File: config.mk
export PLATFORM = sky130hd
export DESIGN_NAME = ffra_cell
export DESIGN_NICKNAME = d
export VERILOG_FILES = /design/src/hw/rtl/first_fit_range_allocator_macros.svh /design/src/hw/rtl/ffra_pkg.sv /design/src/hw/rtl/ffra_cell.sv
export SDC_FILE = /design/constraint.sdc
export NUM_CORES = 1
export LEC_CHECK = 0
export BUFFER_PORTS_ARGS = -buffer_cell sky130_fd_sc_hd__buf_2
export CORE_MARGIN = 2
export CORE_UTILIZATION = 36
export DETAILED_ROUTE_END_ITERATION = 6
export REMOVE_ABC_BUFFERS = 1
export SYNTH_ARGS = -nofsm -noshare
export SYNTH_HDL_FRONTEND = slang
export SYNTH_SLANG_ARGS = --single-unit
File: constraint.sdc
create_clock -name i_clk -period 6.9 [get_ports i_clk]
set_clock_uncertainty 0.2 [all_clocks]
set_input_delay 0.345 -clock i_clk [delete_from_list [all_inputs] [get_ports i_clk]]
set_output_delay 0.345 -clock i_clk [all_outputs]
set_load 0.01 [all_outputs]
File: src/hw/rtl/first_fit_range_allocator_macros.svh
// ----------------------------------------------------------------------------
// first_fit_range_allocator_macros
// Assertion macros shared by the allocator RTL.
// ----------------------------------------------------------------------------
`ifndef FIRST_FIT_RANGE_ALLOCATOR_MACROS_SVH
`define FIRST_FIT_RANGE_ALLOCATOR_MACROS_SVH

// a holds now -> b holds in the same cycle
`define FFRA_ASSERT_NOW(label, a, b, msg) \
    label: assert property (@(posedge i_clk) disable iff (!i_rst_n) (a) |-> (b)) else $error(msg);

// a holds now -> b holds in the next cycle
`define FFRA_ASSERT_NEXT(label, a, b, msg) \
    label: assert property (@(posedge i_clk) disable iff (!i_rst_n) (a) |=> (b)) else $error(msg);

`endif

File: src/hw/rtl/ffra_pkg.sv
// ----------------------------------------------------------------------------
// ffra_pkg
// Types, codes and constants of the first-fit range allocator.
// ----------------------------------------------------------------------------
package ffra_pkg;

    localparam int unsigned MAX_RANGES_DEF = 64;
    localparam int unsigned PAGE_BYTES_DEF = 4096;

    localparam logic [63:0] WINDOW_FIRST_BYTE = 64'hFFFF_9000_0000_0000;
    localparam logic [63:0] WINDOW_LAST_BYTE  = 64'hFFFF_9FFF_FFFF_FFFF;
    localparam logic [32:0] PAGES_CAP         = 33'h1_0000_0000;

    localparam int unsigned IN_DATA_W  = 112;
    localparam int unsigned OUT_DATA_W = 144;
    localparam int unsigned CFG_DATA_W = 52;

    // register indexes
    localparam logic [0:0] CFG_BASE_PAGE = 1'b0;
    localparam logic [0:0] CFG_PAGES     = 1'b1;

    // result status
    localparam logic [1:0] ST_OK    = 2'd0;
    localparam logic [1:0] ST_NOFIT = 2'd1;
    localparam logic [1:0] ST_FULL  = 2'd2;
    localparam logic [1:0] ST_ZERO  = 2'd3;

    // cell update modes
    localparam logic [2:0] M_NONE   = 3'd0;
    localparam logic [2:0] M_REMOVE = 3'd1;
    localparam logic [2:0] M_SHRINK = 3'd2;
    localparam logic [2:0] M_PREV   = 3'd3;
    localparam logic [2:0] M_BOTH   = 3'd4;
    localparam logic [2:0] M_NEXT   = 3'd5;
    localparam logic [2:0] M_INSERT = 3'd6;

    typedef struct packed {
        logic [31:0] start;
        logic [32:0] len;
    } t_range;

    typedef struct packed {
        logic       cmp;
        logic       upd;
        logic       reload;
        logic       action;
        logic [2:0] mode;
    } t_cell_ctl;

    function automatic logic [32:0] clamp_pages(input logic [32:0] v);
        logic [32:0] r;
        r = v;
        if (v == 33'd0) r = 33'd1;
        else if (v > PAGES_CAP) r = PAGES_CAP;
        return r;
    endfunction

endpackage

File: src/hw/rtl/ffra_cell.sv
// ----------------------------------------------------------------------------
// ffra_cell
// One slot of the sorted free-range row: compare, first-hit chain, shift.
// ----------------------------------------------------------------------------
module ffra_cell #(
    parameter int unsigned IDX   = 0,
    parameter int unsigned CNT_W = 7,
    parameter int unsigned REL_W = 52,
    parameter int unsigned PG_W  = 34
) (
    input  logic                i_clk,
    input  ffra_pkg::t_cell_ctl i_ctl,
    input  logic [CNT_W-1:0]    i_count,
    input  logic [REL_W-1:0]    i_rel,
    input  logic [REL_W:0]      i_rel_end,
    input  logic [PG_W-1:0]     i_pages,
    input  logic [32:0]         i_window_pages,
    input  ffra_pkg::t_range    i_left,
    input  ffra_pkg::t_range    i_right,
    input  logic                i_right_first,
    input  logic                i_seen,
    output ffra_pkg::t_range    o_range,
    output logic                o_seen_chain,
    output logic                o_first,
    output logic                o_adj_next,
    output logic                o_adj_prev
);
    import ffra_pkg::*;

    t_range      r_range, n_range;
    logic        r_first, r_seen, r_adj_next, r_adj_prev;
    logic        valid, flag, first_d;
    logic [33:0] range_end;
    logic [32:0] pg33;
    logic [31:0] rel32;

    assign valid     = (CNT_W'(IDX) < i_count);
    assign range_end = {1'b0, r_range.start} + {1'b0, r_range.len};
    assign pg33      = 33'(i_pages);
    assign rel32     = 32'(i_rel);

    // free: first slot at or above the freed start (or past the end)
    // allocate: first valid slot long enough
    always_comb begin
        if (i_ctl.action) begin
            flag = !valid || (64'(r_range.start) >= 64'(i_rel));
        end else begin
            flag = valid && (64'(r_range.len) >= 64'(i_pages));
        end
    end

    assign o_seen_chain = flag | i_seen;
    assign first_d      = flag & ~i_seen;

    always_ff @(posedge i_clk) begin
        if (i_ctl.cmp) begin
            r_first    <= first_d;
            r_seen     <= o_seen_chain;
            r_adj_next <= first_d & valid & (64'(r_range.start) == 64'(i_rel_end));
            r_adj_prev <= (64'(range_end) == 64'(i_rel));
        end
    end

    always_comb begin
        n_range = r_range;
        if (i_ctl.reload) begin
            n_range.start = 32'd0;
            n_range.len   = (IDX == 0) ? i_window_pages : 33'd0;
        end else if (i_ctl.upd) begin
            case (i_ctl.mode)
                M_REMOVE: begin
                    if (r_seen) n_range = i_right;
                end
                M_SHRINK: begin
                    if (r_first) begin
                        n_range.start = r_range.start + 32'(pg33);
                        n_range.len   = r_range.len - pg33;
                    end
                end
                M_PREV: begin
                    if (i_right_first) n_range.len = r_range.len + pg33;
                end
                M_BOTH: begin
                    if (i_right_first) n_range.len = r_range.len + pg33 + i_right.len;
                    else if (r_seen) n_range = i_right;
                end
                M_NEXT: begin
                    if (r_first) begin
                        n_range.start = rel32;
                        n_range.len   = r_range.len + pg33;
                    end
                end
                M_INSERT: begin
                    if (r_first) begin
                        n_range.start = rel32;
                        n_range.len   = pg33;
                    end else if (r_seen) begin
                        n_range = i_left;
                    end
                end
                default: ;
            endcase
        end
    end

    always_ff @(posedge i_clk) begin
        r_range <= n_range;
    end

    assign o_range    = r_range;
    assign o_first    = r_first;
    assign o_adj_next = r_adj_next;
    assign o_adj_prev = r_adj_prev;

endmodule

* Yosys cells after proc, flatten, opt, wreduce, memory -nomap -nowiden
Cells that the tools add are included.
Operators by class: add/sub/neg operators 5, magnitude comparators 3, equality and inequality tests 16, muxes and demuxes 13, bitwise operators 5, reductions and logical operators 8
Operators with widths (count):
- two-way mux 65 bit | 5
- case mux 33 bit (6 select lines) | 1
- case mux 32 bit (5 select lines) | 1
- two-way mux 33 bit | 4
- adder 33 bit | 2
- == test 32 x 53 -> 1 bit | 1
- == test 34 x 52 -> 1 bit | 1
- >= comparator 32 x 52 -> 1 bit | 1
- adder 32 x 33 -> 34 bit | 1
- >= comparator 33 x 34 -> 1 bit | 1
- subtractor 33 bit | 1
- adder 32 bit | 1
- two-way mux 32 bit | 1
- inequality test 3 bit, second input constant | 4
- AND reduction 6 bit | 2
- == test 3 bit, second input constant | 3
- less-than comparator 1 x 7 -> 1 bit, first input constant | 1
- nonzero test 7 bit | 1
- == test 3 x 2 -> 1 bit, second input constant | 2
- inequality test 2 bit, second input constant | 3
- nonzero test 5 bit | 1
- inequality test 4 bit, second input constant | 1
- bitwise AND 1 bit | 3
- == test 3 x 1 -> 1 bit, second input constant | 1
- other kinds (7) | 7
Word-level totals: bits in registers 69, input port bits 319, word-level logic and storage cells 56

* Logic depth before layout (Yosys ltp)
depth after elaboration 7, mapped depth 24, depth with buffers taken out 23

* Least setup slack after synthesis
No wires, ideal clock.
path kind reg-to-reg, start point reg r_range (netlist bit o_range[1]), end point reg r_range (netlist bit o_range[31]), data pin, arrival 4.693 ns, slack 1.746 ns, cell stages (with the launch flop) 22, clock period less this slack 5.154 ns, path through edfxtp_1 > inv_1 > fa_1 > nor2_1 > o211ai_1 > a21oi_1 > o41ai_2 > o21bai_1 > a21oi_1 > or2_0 > nor2b_1 > xnor2_1 > ha_1 > a21oi_1 > o211ai_1 > a221o_1 > o41a_1 > nand2_1 > o21ai_0 > xor2_1 > a211oi_1 > a21oi_1
RTL lines:
- from (decl) | RTL line ffra_cell.sv:30 | t_range r_range, n_range;
- from (signal assigned) | RTL line ffra_cell.sv:107 | r_range <= n_range;

==> key figures <==
Power
  – Max IR drop VDD: 0.1510 mV
  – Total power: 3848 µW
  – Leak: slightly above 0.008 µW
  – Power Density: between 200 and 250 nW/µm²

Timing
  – Final Setup Violations: 0
  – Sum Neg Setup Slack: 0 ns
  – Min Tclk post-route: between 5 and 6 ns
  – Final Max Slew Viols: 0
  – Hold Vio Cnt, Final: 0
  – Slew HR: between 20 and 25%
  – Worst-margin pin slew: 1.127 ns
  – F_max: approximately 170 MHz
  – RSZ-0062 raised after global routing: no
  – Final worst path period share: a little under nine tenths

Placement
  – Gpl congestion: 0.9556
  – HPWL Detailed: 62820 µm
  – PortBufs: about 390

Outcome
  – Status: finished, final reports clean

Clocking
  – Num CTS Buffers: 9
  – Htree depth: 3
  – Clk_lat worst skew: a little over 0.4 ns
  – CTS Buffer Depth: 2
  – Root buffer cell: clkbuf_16
  – Clk slew on worst S/H paths: roughly 0.080 ns
  – TritonCTS Sinks: 69
  – CTS tree: done
  – Postcts setup bufs: 0

Floorplan
  – FP Rows: 75
  – # IOs: ~390
  – Die X: 210.7 µm
  – Starting Density: a little over a third
  – Die Span Y: between 200 and 250 µm
  – Core area: roughly 42000 µm²
  – Die area: about 44000 µm²

Logic synthesis
  – Most frequent cell after synthesis: a21oi_1
  – Area share of the largest cell type after synthesis: 15.70%
  – Post-synth top area cell: ha_1
  – Yosys warnings: 0
  – Main area contributors after synthesis: ha_1, edfxtp_1, xnor2_1, a21oi_1, o21ai_0
  – Post-synth EDFFs: 37
  – Synth cell types: 98
  – Synth top cells by count: a21oi_1, ha_1, nor2_1, nand2_1, o21ai_0
  – Number of synthesized register bits: 69
  – Async set or reset register ratio after synthesis: 0%
  – Post-synthesis sequential area ratio: between 10% and 20%
  – Syn Std Cell Area: 15380 µm²
  – Syn avg cell area: roughly 7.4 µm²
  – Top FF cell, synth: edfxtp_1
  – Cell count after synthesis: between 2000 and 2500

Route
  – Routed Antenna Nets: 0
  – Drt pass-1 iters: 6
  – Number of remaining DRC errors: 0
  – Via density: 6.238
  – Overall via count from detail_route: 18463
  – DR WL/cell: around 26 µm
  – Detailed Route WL: between 70000 and 80000 µm
  – Iteration-0 DRC Markers: about 1400

Global route
  – Global-route usage over all layers: 34.46%
  – Global route overflow: 0
  – Initial antenna violation count: 20
  – First-pass GRT wire length: approximately 110000 µm
  – Pin count of the biggest net entering global routing: 66
  – Vias in the first global route: between 15000 and 20000

Setup path
  – CP Class: reg2reg
  – Critical Path AT: ~5.9 ns
  – Crit Path Max Fanout: 8
  – Worst EP required: 6.84 ns
  – Crit end category: flop
  – Crit start category: flop

Cells and area
  – Layout cells sized above 1: between 20 and 25%
  – Final net count: 2922
  – Fillers: approximately 4500
  – Syn-to-layout area delta: 17.92%

Flow run
  – Max-cap viol count: 0

Worst hold path
  – Worst hold path class: in2reg
==> per-layer routing <==
metal  global-route usage [%]  routed length [µm]
met5                   0.5562                 112
met4                    19.74                4593
met3                    7.389                6267
met2                    55.42               34930
met1                    42.58               32220
==> flip-flops by register name (all words and copies together) (netlist names) <==
signal and flops:
r_seen 1, o_range 65, o_adj_next 1, o_adj_prev 1, o_first 1
==> through the flow <==
stage	instances	instance area, µm²	setup WS (ns)	utilization (%)	hold slack, ns
2_1_floorplan	1981	14950	1.740	-	0.2171
3_3_place_gp	2932	17800	1.191	42.34	0.4158
3_5_place_dp	2932	17800	1.114	42.34	0.4177
4_1_cts	2949	18110	1.077	43.07	0.00001532
5_1_grt	2954	18120	0.2989	43.10	0.03349
6_report	2960	18140	0.9669	43.14	0.02251
==> kinds of logic (layout without fill, tap and decap cells) <==
family / Yosys count / after routing / share of synthesized area (%)
AO/OA/AOI/OAI: 764 / 764 / 34.31
AND/OR/NAND/NOR: 606 / 606 / 19.04
buffers and inverters: 234 / 557 / 5.931
adder cells (fa/ha/maj): 198 / 198 / 16.35
XOR/XNOR: 165 / 165 / 9.486
flip-flops: 69 / 69 / 11.39
multiplexers: 51 / 51 / 3.498
other: 0 / 11 / 0
==> layout make-up <==
class	instances	area, µm²	share of cell area, %
multi-input cells	1784	12760	70.38
repair buffers	413	2137	11.78
clock buffers	10	229.0	1.263
well taps	539	674.4	3.719
diodes	11	27.53	0.1518
flip-flops and latches	69	1752	9.659
inverters	128	480.5	2.649
clock inverters	6	71.32	0.3932
==> worst max-delay path, cell delays in order, from the launching register on <==
cell,delay [ns]
edfxtp_1,0.47
ha_1,0.45
inv_1,0.12
a2111oi_0,0.42
a21oi_1,0.13
buf_4,0.17
o41ai_2,0.51
o21bai_1,0.30
a21oi_1,0.24
or2_0,0.16
nor2b_1,0.17
xnor2_1,0.11
ha_1,0.34
nand2_1,0.12
nor3_1,0.25
nand4_1,0.11
o21ai_0,0.39
o41a_1,0.29
nand2_1,0.07
o21ai_0,0.19
xor2_1,0.10
a211oi_1,0.25
a21oi_1,0.10
==> placed cells by master (no fill, tap or decap), drive strengths merged, types with 17 or more instances in the layout <==
cell,instances
a311oi,31
mux2i,29
a221o,17
edfxtp,37
nand2b,31
ha,193
o21bai,31
nor4,25
a21o,56
nand3,47
o211ai,20
xor2,40
a211oi,21
a21oi,197
nor3,42
a221oi,38
nor2b,28
a222oi,34
dfxtp,32
nor2,170
inv,130
o21ai,149
xnor2,124
nand4,39
o22ai,21
buf,412
nand2,162
a31oi,17
mux2,22
==> what timing repair did <==
action                    CTS  global route
hold buffers                1             0
hold endpoints to repair    1             0
gates resized for setup     0             0
==> final timing paths <==
check	startpoint	endpoint	slack [ns]	cells after the start
min reg2reg	o_range[54]	o_range[54]	0.44	2
min	i_window_pages[4]	o_range[4]	0.02	3
max	o_range[5]	o_range[31]	0.97	22
max reg2reg	o_range[5]	o_range[31]	0.97	22
==> report_power, final <==
part	total (µW)	internal (µW)	switching [µW]
clock network	542	284	258
registers	608	490	118
logic	2700	1050	1650
Power figures use the tool's default switching activity.
